### src/design/resonant_filter_with_release_envelope_core_defines.svh
// Assertion macros shared by the resonant filter core.
`ifndef RESONANT_FILTER_WITH_RELEASE_ENVELOPE_CORE_DEFINES_SVH
`define RESONANT_FILTER_WITH_RELEASE_ENVELOPE_CORE_DEFINES_SVH

// Same-cycle implication, masked during reset
`define RFRE_ASSERT_IMPLIES(label, clk, rst, ante, cons, msg) \
   label: assert property (@(posedge clk) disable iff (rst) (ante) |-> (cons)) else $error(msg);

// Next-cycle implication, masked during reset
`define RFRE_ASSERT_NEXT(label, clk, rst, ante, cons, msg) \
   label: assert property (@(posedge clk) disable iff (rst) (ante) |=> (cons)) else $error(msg);

`endif

### src/design/rfre_pkg.sv
`timescale 1ns / 1ps

package rfre_pkg;

   // Field widths
   localparam int SAMPLE_W   = 8;
   localparam int COEF_W     = 16;
   localparam int LEN_W      = 15;
   localparam int ACC_W      = 26;
   localparam int MAC_PROD_W = COEF_W + SAMPLE_W;
   localparam int MAG_W      = 8;
   localparam int PROD_W     = MAG_W + LEN_W;
   localparam int DIV_STEPS  = PROD_W;
   localparam int CNT_W      = $clog2(DIV_STEPS);
   localparam int MAC_TERMS  = 3;

   // Configuration port
   localparam int CSR_ADDR_W = 4;
   localparam int CSR_DATA_W = 32;
   localparam int REG_IDX_W  = 2;

   localparam logic [REG_IDX_W-1:0] REG_INPUT_GAIN      = 2'd0;
   localparam logic [REG_IDX_W-1:0] REG_FEEDBACK_FIRST  = 2'd1;
   localparam logic [REG_IDX_W-1:0] REG_FEEDBACK_SECOND = 2'd2;
   localparam logic [REG_IDX_W-1:0] REG_DECAY_LENGTH    = 2'd3;

   // Operand select for the multiply-accumulate pass
   localparam logic [1:0] MAC_SEL_GAIN = 2'd0;
   localparam logic [1:0] MAC_SEL_FB1  = 2'd1;
   localparam logic [1:0] MAC_SEL_FB2  = 2'd2;

   // Saturation bounds of the accumulator
   localparam logic signed [ACC_W-1:0] ACC_MAX = 26'sd32767;
   localparam logic signed [ACC_W-1:0] ACC_MIN = -26'sd32768;
   localparam logic signed [SAMPLE_W-1:0] SAMPLE_MAX = 8'sd127;
   localparam logic signed [SAMPLE_W-1:0] SAMPLE_MIN = -8'sd128;

   typedef struct packed {
      logic signed [COEF_W-1:0] input_gain;
      logic signed [COEF_W-1:0] feedback_first;
      logic signed [COEF_W-1:0] feedback_second;
      logic [LEN_W-1:0]         decay_length;
   } cfg_type;

   typedef struct packed {
      logic       load;
      logic       mac_en;
      logic       mac_first;
      logic [1:0] mac_sel;
      logic       sat_en;
      logic       env_en;
      logic       div_step;
      logic       fix_en;
      logic       out_load;
   } cmd_type;

   typedef struct packed {
      logic scale;
   } stat_type;

endpackage

### src/design/rfre_csr.sv
`timescale 1ns / 1ps

module rfre_csr (
   input  logic                               clock,
   input  logic                               reset,
   input  logic                               psel,
   input  logic                               penable,
   input  logic                               pwrite,
   input  logic [rfre_pkg::CSR_ADDR_W-1:0]    paddr,
   input  logic [rfre_pkg::CSR_DATA_W-1:0]    pwdata,
   output logic [rfre_pkg::CSR_DATA_W-1:0]    prdata,
   output logic                               pready,
   output rfre_pkg::cfg_type                  cfg
);
   import rfre_pkg::*;

   cfg_type               cfg_ff;
   cfg_type               cfg_in;
   logic                  wr_en;
   logic [REG_IDX_W-1:0]  reg_idx;

   assign reg_idx = paddr[CSR_ADDR_W-1:2];
   assign wr_en   = psel && penable && pwrite;
   assign pready  = 1'b1;
   assign cfg     = cfg_ff;

   // Decode the write
   always_comb begin
      cfg_in = cfg_ff;
      if (wr_en) begin
         unique case (reg_idx)
            REG_INPUT_GAIN:      cfg_in.input_gain      = pwdata[COEF_W-1:0];
            REG_FEEDBACK_FIRST:  cfg_in.feedback_first  = pwdata[COEF_W-1:0];
            REG_FEEDBACK_SECOND: cfg_in.feedback_second = pwdata[COEF_W-1:0];
            REG_DECAY_LENGTH:    cfg_in.decay_length    = pwdata[LEN_W-1:0];
            default:             cfg_in = cfg_ff;
         endcase
      end
   end

   always_ff @(posedge clock) begin
      if (reset) begin
         cfg_ff <= '0;
      end else begin
         cfg_ff <= cfg_in;
      end
   end

   // Read back
   always_comb begin
      unique case (reg_idx)
         REG_INPUT_GAIN:      prdata = CSR_DATA_W'(unsigned'(cfg_ff.input_gain));
         REG_FEEDBACK_FIRST:  prdata = CSR_DATA_W'(unsigned'(cfg_ff.feedback_first));
         REG_FEEDBACK_SECOND: prdata = CSR_DATA_W'(unsigned'(cfg_ff.feedback_second));
         REG_DECAY_LENGTH:    prdata = CSR_DATA_W'(cfg_ff.decay_length);
         default:             prdata = '0;
      endcase
   end

endmodule

### src/design/rfre_ctrl.sv
`timescale 1ns / 1ps
`include "resonant_filter_with_release_envelope_core_defines.svh"

module rfre_ctrl (
   input  logic               clock,
   input  logic               reset,
   input  logic               req_valid,
   output logic               req_stall,
   output logic               rsp_valid,
   input  logic               rsp_stall,
   input  rfre_pkg::stat_type stat,
   output rfre_pkg::cmd_type  cmd
);
   import rfre_pkg::*;

   typedef enum logic [6:0] {
      ST_IDLE = 7'b0000001,
      ST_MAC  = 7'b0000010,
      ST_SAT  = 7'b0000100,
      ST_ENV  = 7'b0001000,
      ST_DIV  = 7'b0010000,
      ST_FIX  = 7'b0100000,
      ST_DONE = 7'b1000000
   } state_type;

   state_type          state_ff;
   state_type          state_in;
   logic [CNT_W-1:0]   step_cnt_ff;
   logic [CNT_W-1:0]   step_cnt_in;
   logic               rsp_valid_ff;
   logic               rsp_valid_in;
   logic               out_free;

   assign out_free  = !rsp_valid_ff || !rsp_stall;
   assign req_stall = (state_ff != ST_IDLE);
   assign rsp_valid = rsp_valid_ff;

   // Sequence one request through the datapath
   always_comb begin
      state_in    = state_ff;
      step_cnt_in = step_cnt_ff;
      cmd         = '0;
      cmd.mac_sel = step_cnt_ff[1:0];
      unique case (state_ff)
         ST_IDLE: begin
            if (req_valid) begin
               cmd.load    = 1'b1;
               step_cnt_in = '0;
               state_in    = ST_MAC;
            end
         end
         ST_MAC: begin
            cmd.mac_en    = 1'b1;
            cmd.mac_first = (step_cnt_ff == '0);
            if (step_cnt_ff == CNT_W'(MAC_TERMS - 1)) begin
               step_cnt_in = '0;
               state_in    = ST_SAT;
            end else begin
               step_cnt_in = step_cnt_ff + 1'b1;
            end
         end
         ST_SAT: begin
            cmd.sat_en = 1'b1;
            state_in   = ST_ENV;
         end
         ST_ENV: begin
            cmd.env_en  = 1'b1;
            step_cnt_in = '0;
            state_in    = stat.scale ? ST_DIV : ST_DONE;
         end
         ST_DIV: begin
            cmd.div_step = 1'b1;
            if (step_cnt_ff == CNT_W'(DIV_STEPS - 1)) begin
               step_cnt_in = '0;
               state_in    = ST_FIX;
            end else begin
               step_cnt_in = step_cnt_ff + 1'b1;
            end
         end
         ST_FIX: begin
            cmd.fix_en = 1'b1;
            state_in   = ST_DONE;
         end
         ST_DONE: begin
            if (out_free) begin
               cmd.out_load = 1'b1;
               state_in     = ST_IDLE;
            end
         end
         default: state_in = ST_IDLE;
      endcase
   end

   // Hold the result valid until it is taken
   always_comb begin
      rsp_valid_in = rsp_valid_ff;
      if (cmd.out_load) begin
         rsp_valid_in = 1'b1;
      end else if (rsp_valid_ff && !rsp_stall) begin
         rsp_valid_in = 1'b0;
      end
   end

   always_ff @(posedge clock) begin
      if (reset) begin
         state_ff     <= ST_IDLE;
         step_cnt_ff  <= '0;
         rsp_valid_ff <= 1'b0;
      end else begin
         state_ff     <= state_in;
         step_cnt_ff  <= step_cnt_in;
         rsp_valid_ff <= rsp_valid_in;
      end
   end

   `RFRE_ASSERT_NEXT(a_accept_starts_mac, clock, reset, req_valid && !req_stall, state_ff == ST_MAC, "accepted request did not start the filter pass")
   `RFRE_ASSERT_IMPLIES(a_out_load_free, clock, reset, cmd.out_load, !rsp_valid_ff || !rsp_stall, "result register overwritten while still held")
   `RFRE_ASSERT_IMPLIES(a_div_count_range, clock, reset, state_ff == ST_DIV, step_cnt_ff < CNT_W'(DIV_STEPS), "divider step count out of range")

endmodule

### src/design/rfre_datapath.sv
`timescale 1ns / 1ps

module rfre_datapath #(
   parameter int MAX_DECAY = 24000
) (
   input  logic                                  clock,
   input  logic                                  reset,
   input  rfre_pkg::cfg_type                     cfg,
   input  rfre_pkg::cmd_type                     cmd,
   input  logic signed [rfre_pkg::SAMPLE_W-1:0]  req_sample_in,
   input  logic                                  req_gate,
   output logic signed [rfre_pkg::SAMPLE_W-1:0]  rsp_sample_out,
   output rfre_pkg::stat_type                    stat
);
   import rfre_pkg::*;

   // Request and filter state
   logic signed [SAMPLE_W-1:0]   x_ff;
   logic                         gate_ff;
   logic signed [SAMPLE_W-1:0]   y1_ff;
   logic signed [SAMPLE_W-1:0]   y2_ff;
   logic signed [SAMPLE_W-1:0]   y_ff;
   logic signed [SAMPLE_W-1:0]   y_in;
   logic signed [ACC_W-1:0]      acc_ff;
   logic signed [ACC_W-1:0]      acc_in;
   logic [LEN_W-1:0]             release_count_ff;
   logic [LEN_W-1:0]             release_count_in;
   logic [MAG_W-1:0]             mag_ff;
   logic                         neg_ff;
   logic [PROD_W-1:0]            dq_ff;
   logic [PROD_W-1:0]            dq_in;
   logic [LEN_W-1:0]             rem_ff;
   logic [LEN_W-1:0]             rem_in;
   logic signed [SAMPLE_W-1:0]   res_ff;
   logic signed [SAMPLE_W-1:0]   res_in;
   logic signed [SAMPLE_W-1:0]   out_ff;

   logic signed [COEF_W-1:0]     mac_coef;
   logic signed [SAMPLE_W-1:0]   mac_samp;
   logic signed [MAC_PROD_W-1:0] mac_prod;
   logic                         release_done;
   logic [PROD_W-1:0]            env_prod;
   logic [LEN_W:0]               trial;
   logic                         trial_ge;
   logic [MAG_W-1:0]             quot;

   // Pick the coefficient and sample for this term
   always_comb begin
      unique case (cmd.mac_sel)
         MAC_SEL_GAIN: begin
            mac_coef = cfg.input_gain;
            mac_samp = x_ff;
         end
         MAC_SEL_FB1: begin
            mac_coef = cfg.feedback_first;
            mac_samp = y1_ff;
         end
         MAC_SEL_FB2: begin
            mac_coef = cfg.feedback_second;
            mac_samp = y2_ff;
         end
         default: begin
            mac_coef = '0;
            mac_samp = '0;
         end
      endcase
   end

   assign mac_prod = mac_coef * mac_samp;
   assign acc_in   = (cmd.mac_first ? ACC_W'(0) : acc_ff) + ACC_W'(mac_prod);

   // Saturate to 16 bits and keep the top byte
   always_comb begin
      priority if (acc_ff > ACC_MAX) begin
         y_in = SAMPLE_MAX;
      end else if (acc_ff < ACC_MIN) begin
         y_in = SAMPLE_MIN;
      end else begin
         y_in = acc_ff[COEF_W-1:SAMPLE_W];
      end
   end

   // Envelope decision and scaled magnitude
   assign release_done = (release_count_ff >= cfg.decay_length);
   assign stat.scale   = !gate_ff && !release_done;
   assign env_prod     = PROD_W'(mag_ff) * PROD_W'(cfg.decay_length - release_count_ff);

   // One restoring division step per cycle
   assign trial    = {rem_ff, dq_ff[PROD_W-1]};
   assign trial_ge = (trial >= {1'b0, cfg.decay_length});
   assign rem_in   = trial_ge ? LEN_W'(trial - {1'b0, cfg.decay_length}) : trial[LEN_W-1:0];
   assign dq_in    = {dq_ff[PROD_W-2:0], trial_ge};
   assign quot     = dq_ff[MAG_W-1:0];

   always_comb begin
      res_in           = res_ff;
      release_count_in = release_count_ff;
      if (cmd.env_en) begin
         priority if (gate_ff) begin
            res_in           = y_ff;
            release_count_in = '0;
         end else if (release_done) begin
            res_in = '0;
         end else begin
            release_count_in = release_count_ff + 1'b1;
         end
      end else if (cmd.fix_en) begin
         res_in = neg_ff ? signed'(MAG_W'(0) - quot) : signed'(quot);
      end
   end

   // Filter history and release count
   always_ff @(posedge clock) begin
      if (reset) begin
         y1_ff            <= '0;
         y2_ff            <= '0;
         release_count_ff <= LEN_W'(MAX_DECAY);
      end else begin
         if (cmd.sat_en) begin
            y1_ff <= y_in;
            y2_ff <= y1_ff;
         end
         release_count_ff <= release_count_in;
      end
   end

   // Working registers
   always_ff @(posedge clock) begin
      if (cmd.load) begin
         x_ff    <= req_sample_in;
         gate_ff <= req_gate;
      end
      if (cmd.mac_en) begin
         acc_ff <= acc_in;
      end
      if (cmd.sat_en) begin
         y_ff   <= y_in;
         neg_ff <= y_in[SAMPLE_W-1];
         mag_ff <= y_in[SAMPLE_W-1] ? MAG_W'(-y_in) : MAG_W'(y_in);
      end
      if (cmd.env_en) begin
         dq_ff  <= env_prod;
         rem_ff <= '0;
      end else if (cmd.div_step) begin
         dq_ff  <= dq_in;
         rem_ff <= rem_in;
      end
      res_ff <= res_in;
      if (cmd.out_load) begin
         out_ff <= res_ff;
      end
   end

   assign rsp_sample_out = out_ff;

endmodule

### src/design/resonant_filter_with_release_envelope_core.sv
`timescale 1ns / 1ps

// Two-pole Q8.8 recursive filter followed by a linear release envelope, one
// signed 8-bit sample in and one out per request. An accepted request runs
// the three-term multiply-accumulate, which shares one 16x8 multiplier, then
// saturation and the envelope step. While the gate is low and the release
// has not run out, the 23-step bit-serial divider and a sign fix follow to
// scale the sample. The result then waits for the output register to be free,
// and no new request is taken before the block is back in idle.
// A new request is taken once the previous result sits in the output register,
// even if that result is still stalled. Coefficients and the release length sit
// behind the APB port at byte addresses 0, 4, 8 and 12. The user must see that
// they are changed only while the block is idle; the block does not enforce it.
module resonant_filter_with_release_envelope_core #(
   parameter int MAX_DECAY = 24000
) (
   input  logic                                  clock,
   input  logic                                  reset,
   input  logic                                  req_valid,
   output logic                                  req_stall,
   input  logic signed [rfre_pkg::SAMPLE_W-1:0]  req_sample_in,
   input  logic                                  req_gate,
   output logic                                  rsp_valid,
   input  logic                                  rsp_stall,
   output logic signed [rfre_pkg::SAMPLE_W-1:0]  rsp_sample_out,
   input  logic                                  psel,
   input  logic                                  penable,
   input  logic                                  pwrite,
   input  logic [rfre_pkg::CSR_ADDR_W-1:0]       paddr,
   input  logic [rfre_pkg::CSR_DATA_W-1:0]       pwdata,
   output logic [rfre_pkg::CSR_DATA_W-1:0]       prdata,
   output logic                                  pready
);
   import rfre_pkg::*;

   cfg_type  cfg;
   cmd_type  cmd;
   stat_type stat;

   // Configuration registers
   rfre_csr u_csr (
      .clock   (clock),
      .reset   (reset),
      .psel    (psel),
      .penable (penable),
      .pwrite  (pwrite),
      .paddr   (paddr),
      .pwdata  (pwdata),
      .prdata  (prdata),
      .pready  (pready),
      .cfg     (cfg)
   );

   // Sequencer
   rfre_ctrl u_ctrl (
      .clock     (clock),
      .reset     (reset),
      .req_valid (req_valid),
      .req_stall (req_stall),
      .rsp_valid (rsp_valid),
      .rsp_stall (rsp_stall),
      .stat      (stat),
      .cmd       (cmd)
   );

   // Arithmetic
   rfre_datapath #(
      .MAX_DECAY (MAX_DECAY)
   ) u_datapath (
      .clock          (clock),
      .reset          (reset),
      .cfg            (cfg),
      .cmd            (cmd),
      .req_sample_in  (req_sample_in),
      .req_gate       (req_gate),
      .rsp_sample_out (rsp_sample_out),
      .stat           (stat)
   );

endmodule
### config.mk
export PLATFORM = sky130hd
export DESIGN_NAME = resonant_filter_with_release_envelope_core
export DESIGN_NICKNAME = d
export VERILOG_FILES = /design/src/design/rfre_pkg.sv /design/src/design/rfre_csr.sv /design/src/design/rfre_ctrl.sv /design/src/design/rfre_datapath.sv /design/src/design/resonant_filter_with_release_envelope_core.sv
export VERILOG_INCLUDE_DIRS = /design/src /design/src/design
export SDC_FILE = /design/constraint.sdc
export NUM_CORES = 1
export LEC_CHECK = 0
export ABC_AREA = 1
export ABC_CLOCK_PERIOD_IN_PS = 7930
export BUFFER_PORTS_ARGS = -buffer_cell sky130_fd_sc_hd__buf_4
export CORE_ASPECT_RATIO = 0.9
export CORE_MARGIN = 2
export CORE_UTILIZATION = 30
export CTS_BUF_LIST = sky130_fd_sc_hd__clkbuf_2 sky130_fd_sc_hd__clkbuf_4 sky130_fd_sc_hd__clkbuf_8
export DETAILED_ROUTE_END_ITERATION = 10
export PLACE_DENSITY = 0.57
export SYNTH_ARGS = -nofsm -noshare
export SYNTH_HDL_FRONTEND = slang
export SYNTH_SLANG_ARGS = --single-unit
export TNS_END_PERCENT = 10
### constraint.sdc
create_clock -name clock -period 7.93 [get_ports clock]
set_input_delay 0.3965 -clock clock [delete_from_list [all_inputs] [get_ports clock]]
set_output_delay 0.3965 -clock clock [all_outputs]
set_load 0.02 [all_outputs]
-- Yosys cells after proc, flatten, opt, wreduce, memory -nomap -nowiden
Index checks and enable logic that the tools add are counted.
- $lt $le $gt $ge: 4
- equality and inequality tests: 21
- reduce and logical (&&, ||, !) cells: 24
- $add $sub $neg: 7
- multiply operators: 2
- multiplexer cells: 38
- operator list (kind ; number):
    $pmux 32 s4 ; 1
    $mux 8 ; 7
    $pmux 7 s7 ; 1
    $pmux 16 s3 ; 1
    $mux 23 ; 2
    $mux 15 ; 3
    $mux 7 ; 6
    $add 26x24->26 ; 1
    $gt 26x16->1 const B ; 1
    $lt 26x16->1 const B ; 1
    $mux 26 ; 1
    $mul 16x8->24 ; 1
    $pmux 8 s3 ; 1
    $mul 8x23->23 ; 1
    $pmux 5 s4 ; 1
    $ge 16x15->1 ; 1
    $sub 15x15->16 ; 1
    $add 15x1->15 const B ; 1
    $ge 15x15->1 ; 1
    $mux 5 ; 3
    $sub 15x15->15 ; 1
    $reduce_and 2->1 ; 7
    $mux 1 ; 10
    $ne 2x1->1 const B ; 4
    26 further kinds ; 38
- flip-flop bits (word level): 213
- input port bits: 52
- output and inout bits: 43

-- Logic depth before layout (Yosys ltp)
- word-level depth: 5
- mapped depth: 33

-- By module
A second synthesis with hierarchy kept.
- cells, all modules: 2894
- area, all modules: 21873.5 µm²
- modules (own cells, without submodules) (module ; area an instance (µm²) ; cells an instance ; instances):
    rfre_datapath ; 17822.1 ; 2292 ; 1
    rfre_csr ; 3111.7 ; 476 ; 1
    rfre_ctrl ; 939.7 ; 126 ; 1

-- Worst setup path after synthesis
Ideal clock, no wire load.
- path kind: register -> register
- from: register u_ctrl.step_cnt_ff[0]
- to: register u_datapath.acc_ff[21] (data pin)
- required time: 7.670 ns
- path buffers: 2
- data arrival time: 5.817 ns
- stages on the path, launching flop included: 26
- path slack: 1.853 ns
- period minus slack after synthesis: 6.077 ns
- path through: dfxtp_1 > inv_1 > ha_1 > buf_2 > buf_1 > nand2_1 > nand3_1 > nand2_1 > nor2_1 > inv_1 > fa_1 > inv_1 > fa_1 > inv_1 > fa_1 > inv_1 > fa_1 > ha_1 > ha_1 > nand2_1 > nor2_1 > nand2_1 > o21ai_0 > nand2_1 > nand2_1 > xor2_1
- cells in the longest elaborated chain, start to end: 4
- elaborated cells on any way between the ends: 10
- those cells by class: add/sub: 1; mul: 1; eq/ne: 2; mux: 4; reduce/logical: 2
- RTL lines (element ; line ; source):
    start: declaration ; rfre_ctrl.sv:28 ; logic [CNT_W-1:0] step_cnt_ff;
    start signal: assignment ; rfre_ctrl.sv:111 ; step_cnt_ff <= step_cnt_in;
    $eq 2x2->1 (tied with other cells) ; rfre_datapath.sv:49 ; unique case (cmd.mac_sel)
    $pmux 16 s3 (tied with other cells) ; rfre_datapath.sv:49 ;
    $mul 16x8->24 / $mux 26 (equally long branches) ; rfre_datapath.sv:69, rfre_datapath.sv:70 ;
    $add 26x24->26 (*) ; rfre_datapath.sv:70 ; assign acc_in = (cmd.mac_first ? ACC_W'(0) : acc_ff) + ACC_W'(mac_prod);
    via u_datapath.acc_in[21] ; rfre_datapath.sv:25 ; logic signed [ACC_W-1:0] acc_in;
    end signal: assignment ; rfre_datapath.sv:134 ; acc_ff <= acc_in;
    end: declaration ; rfre_datapath.sv:24 ; logic signed [ACC_W-1:0] acc_ff;
Mark *: on every way through the listed nets, which the timed path passes. The rest lies on a longest branch.
A chain may end at the register's enable or synchronous reset.

-- Final worst setup path
- from: register u_ctrl.step_cnt_ff[0]
- to: register u_datapath.acc_ff[19] (data pin)
The elaborated chain is that of the path after synthesis.

==> summary.md <==
| Metric | Value |
|---|---|
| Status | `finished, final reports clean` |
| Clock buffer count from CTS | `just over 40` |
| Simple-Gate Fraction of Synth Area | `a little under a quarter` |
| Clock transition at path regs | `about 0.060 ns` |
| Critical path class | `reg2reg` |
| Synth Area in Compound Gates | `roughly 8.5%` |
| Crit-path max cell delay | `~0.7 ns` |
| Ys flop type | `dfxtp_1` |
| Placed inst area | `roughly 23,000 µm²` |
| Power per cell area | `179.9 nW/µm²` |
| Starting Density | `30.29%` |
| LEAKAGE | `about 0.011 µW` |
| Slowest-stage cell, CP | `ha_1` |
| Largest cells by area after synthesis | `fa_1, edfxtp_1, dfxtp_1` |
| Number of synthesized flops with an enable pin | `89` |
| Period utilization | `87.27%` |
| Sequential area share after synthesis | `between 20% and 30%` |
| Ports | `95` |
| Worst Path Arrival | `7.29 ns` |
| Die area | `72,820 µm²` |
| Adder-cell share of the synthesized area | `29.85%` |
| Worst Hold Class | `in2reg` |
| Mapped Cells | `~2.8k` |
| Post-CTS Resized | `0` |
| FP Rows | `92` |
| CP max FO | `18` |
| Vias in the first global route | `about 18k` |
| H-Tree Depth | `2` |
| Die Ht | `256.2 µm` |
| Share of the synthesized area in the top cell type | `22.47%` |
| Setup violations, final | `0` |
| Largest net degree at the start of global routing | `between 60 and 70` |
| Root Buffer | `clkbuf_8` |
| RSZ-0062 raised after global routing | `no` |
| Slew headroom | `31.58%` |
| Final Hold Fails | `0` |
| Routability Congestion | `between 0.9 and 1` |
| Vias | `about 18k` |
| Place WS | `approximately 0.97 ns` |
| Core box area | `approximately 70,000 µm²` |
| Clk sinks | `211` |
| Routed wire length | `roughly 60,000 µm` |
| Maximum capacitance violations | `0` |
| Fmax | `approximately 140 MHz` |
| Area leader, netlist | `fa_1` |
| Worst Hold Slack | `~0.049 ns` |
| NumNets Final | `~3.2k` |
| Initial antenna violation count | `1` |
| Min Tclk post-route | `slightly below 7 ns` |
| Clock Latency Late Sink | `0.62 ns` |
| Synth cell types | `56` |
| Ant diodes | `0` |
| Yosys warning count | `0` |
| Slew @ Worst Pin | `a little over 1 ns` |
| Mapped cell area | `~21,000 µm²` |
| Finished Cell Area | `23,600 µm²` |
| Pwr Total | `4246 µW` |
| CP startpoint kind | `flip-flop` |
| Wire length per cell | `between 15 and 20 µm` |
| Asr flop ratio synth | `0%` |
| Drt pass-1 iters | `5` |
| Post-synth top cells | `nand2_1, inv_1, nor2_1` |
| Die X | `between 200 and 300 µm` |
| Longest Clk Path Bufs | `3` |
| First-pass GRT wire length | `between 90,000 and 100,000 µm` |
| Setup ws final | `about 1.0 ns` |
| DRC | `0` |
| Input/output buffers | `a little under 60` |
| 1st-iter DRT viols | `1,251` |
| Crit path cell chain | `inv_1, ha_1, inv_1, o211ai_1, nand2_1, inv_1, nand2_1, fa_1, fa_1, inv_1, fa_1, fa_1, inv_1, fa_1, inv_1, ha_1, nand2_1, o21ai_0, a21oi_1, o21ai_0, nand2_1, nand2_1, xor2_1` |
| CP Capture Type | `flip-flop` |
| Setup TNS | `0 ns` |
| Mux contribution to synthesized area | `0%` |
| Antenna Violating Nets Remaining | `0` |
| GRT overflow | `0` |
| Post-synthesis xor/xnor area fraction | `3.340%` |
| Dpl hpwl | `between 40,000 and 50,000 µm` |
| Avg Inst Size Synth | `7.698 µm²` |
| Fin. max-slew vios | `0` |
| Clock Skews | `~0.033 ns` |
| Largest family of logic cells by synthesized area | `adder cells` |
| Yosys reg bits | `~210` |
| Data required time of the worst path | `between 8 and 9 ns` |
| Peak VDD IR | `approximately 0.17 mV` |
| Share of cells above drive strength 1 | `approximately 6.8%` |
| Via-per-instance ratio | `4.664` |
| Area grow syn2layout | `11.32%` |
| CTS tree | `built` |
| Crit-path most repeated cell | `inv_1` |
| GRT Overall Usage | `between 15 and 20%` |
| Top-count cell post-synth | `nand2_1` |
==> where the power goes <==
| group | internal, µW | switching [µW] |
|---|---|---|
| Clock | 690 | 528 |
| Combinational | 648 | 1150 |
| Sequential | 1210 | 26.2 |
==> layout by cell type, fill, tap and decap left out, types with 3 or more instances in the layout <==
cell type      instances
nand2_1              593
inv_1                482
nor2_1               369
fa_1                 238
nand3_1              133
o21ai_0              125
ha_1                 125
dfxtp_1              122
a21oi_1              121
edfxtp_1              89
buf_4                 82
xor2_1                53
clkbuf_8              46
nand4_1               32
xnor2_1               26
nor3_1                20
conb_1                17
o2111ai_1             15
o21ai_1               15
clkbuf_4              12
a31oi_1               11
o211ai_1              10
inv_2                  9
nand3b_1               9
clkinv_1               9
dlygate4sd3_1          9
o21bai_1               8
nor4_1                 7
clkinv_2               7
nand2_2                6
or2_2                  6
nor2_2                 3
a21o_1                 3
bufinv_16              3
==> worst max-delay path, delay by kind of cell (launching register included) <==
kind	cells	cell delay, ns
AOI/OAI and AO/OA	4	1.06
DFF	1	0.35
buffers and inverters	6	0.74
adders and majority gates	7	3.77
and+or+nand+nor	5	0.59
xor gates and xnor gates	1	0.14
==> kinds of logic after synthesis <==
group | count (synthesis)
XOR/XNOR | 80
flip-flops | 211
buffers and inverters | 582
AND/OR/NAND/NOR | 1193
adder cells (fa/ha/maj) | 363
other | 2
AO/OA/AOI/OAI | 323
==> final cells by class <==
type,instances,area [µm²]
Tap cell,940,1176
Clock buffer,58,723.2
Fill cell,7556,46380
Clock inverter,17,165.2
Timing Repair Buffer,91,705.7
Sequential cell,211,5115
Inverter,496,1862
Multi-Input combinational cell,1976,13860
==> per-stage QoR <==
| stage | utilization, % | std cells |
|---|---|---|
| floorplan | - | 2769 |
| global placement | 32.33 | 3705 |
| detailed placement | 32.33 | 3705 |
| CTS | 33.72 | 3789 |
| global route | 33.72 | 3789 |
| finish | 33.72 | 3789 |
==> state kept, by name, indices dropped and copies added (netlist names) <==
| signal | flops |
|---|---|
| u_datapath.rem_ff | 15 |
| u_datapath.dq_ff | 23 |
| u_datapath.release_count_ff | 15 |
| u_datapath.mag_ff | 8 |
| u_datapath.rsp_sample_out | 8 |
| u_datapath.gate_ff | 1 |
| u_datapath.x_ff | 8 |
| u_datapath.y2_ff | 8 |
| u_ctrl.state_ff | 7 |
| u_csr.cfg | 63 |
| u_datapath.res_ff | 8 |
| u_datapath.y1_ff | 8 |
| u_ctrl.step_cnt_ff | 5 |
| u_datapath.neg_ff | 1 |
| u_datapath.y_ff | 6 |
| u_ctrl.rsp_valid | 1 |
| u_datapath.acc_ff | 26 |
==> what timing repair did <==
action / in CTS / in global routing
endpoints found under the hold margin: 9 / 0
hold buffers: 9 / 0
buffers inserted: 0 / 0
==> metal layers <==
layer	global-route usage (%)	wire (µm)	vias up
met4	4.708	1434	0
met1	23.09	27680	8438
li1	-	-	8720
met2	25.83	26280	426
met5	0	0	-
met3	2.838	3557	88
==> final timing paths <==
| check | endpoint | from | depth (start not counted) | slack, ns |
|---|---|---|---|---|
| max | u_datapath.acc_ff[19]$_DFFE_PP_ | u_ctrl.step_cnt_ff[0]$_SDFFE_PP0P_ | 23 | 1.01 |
| min | u_csr.cfg[30]$_SDFFE_PP0P_ | pwdata[15] | 3 | 0.05 |
| max reg2reg | u_datapath.acc_ff[19]$_DFFE_PP_ | u_ctrl.step_cnt_ff[0]$_SDFFE_PP0P_ | 23 | 1.01 |
| min reg2reg | u_datapath.rsp_sample_out[5]$_DFFE_PP_ | u_datapath.res_ff[5]$_DFFE_PP_ | 0 | 0.42 |
Power figures use the tool's default switching activity.
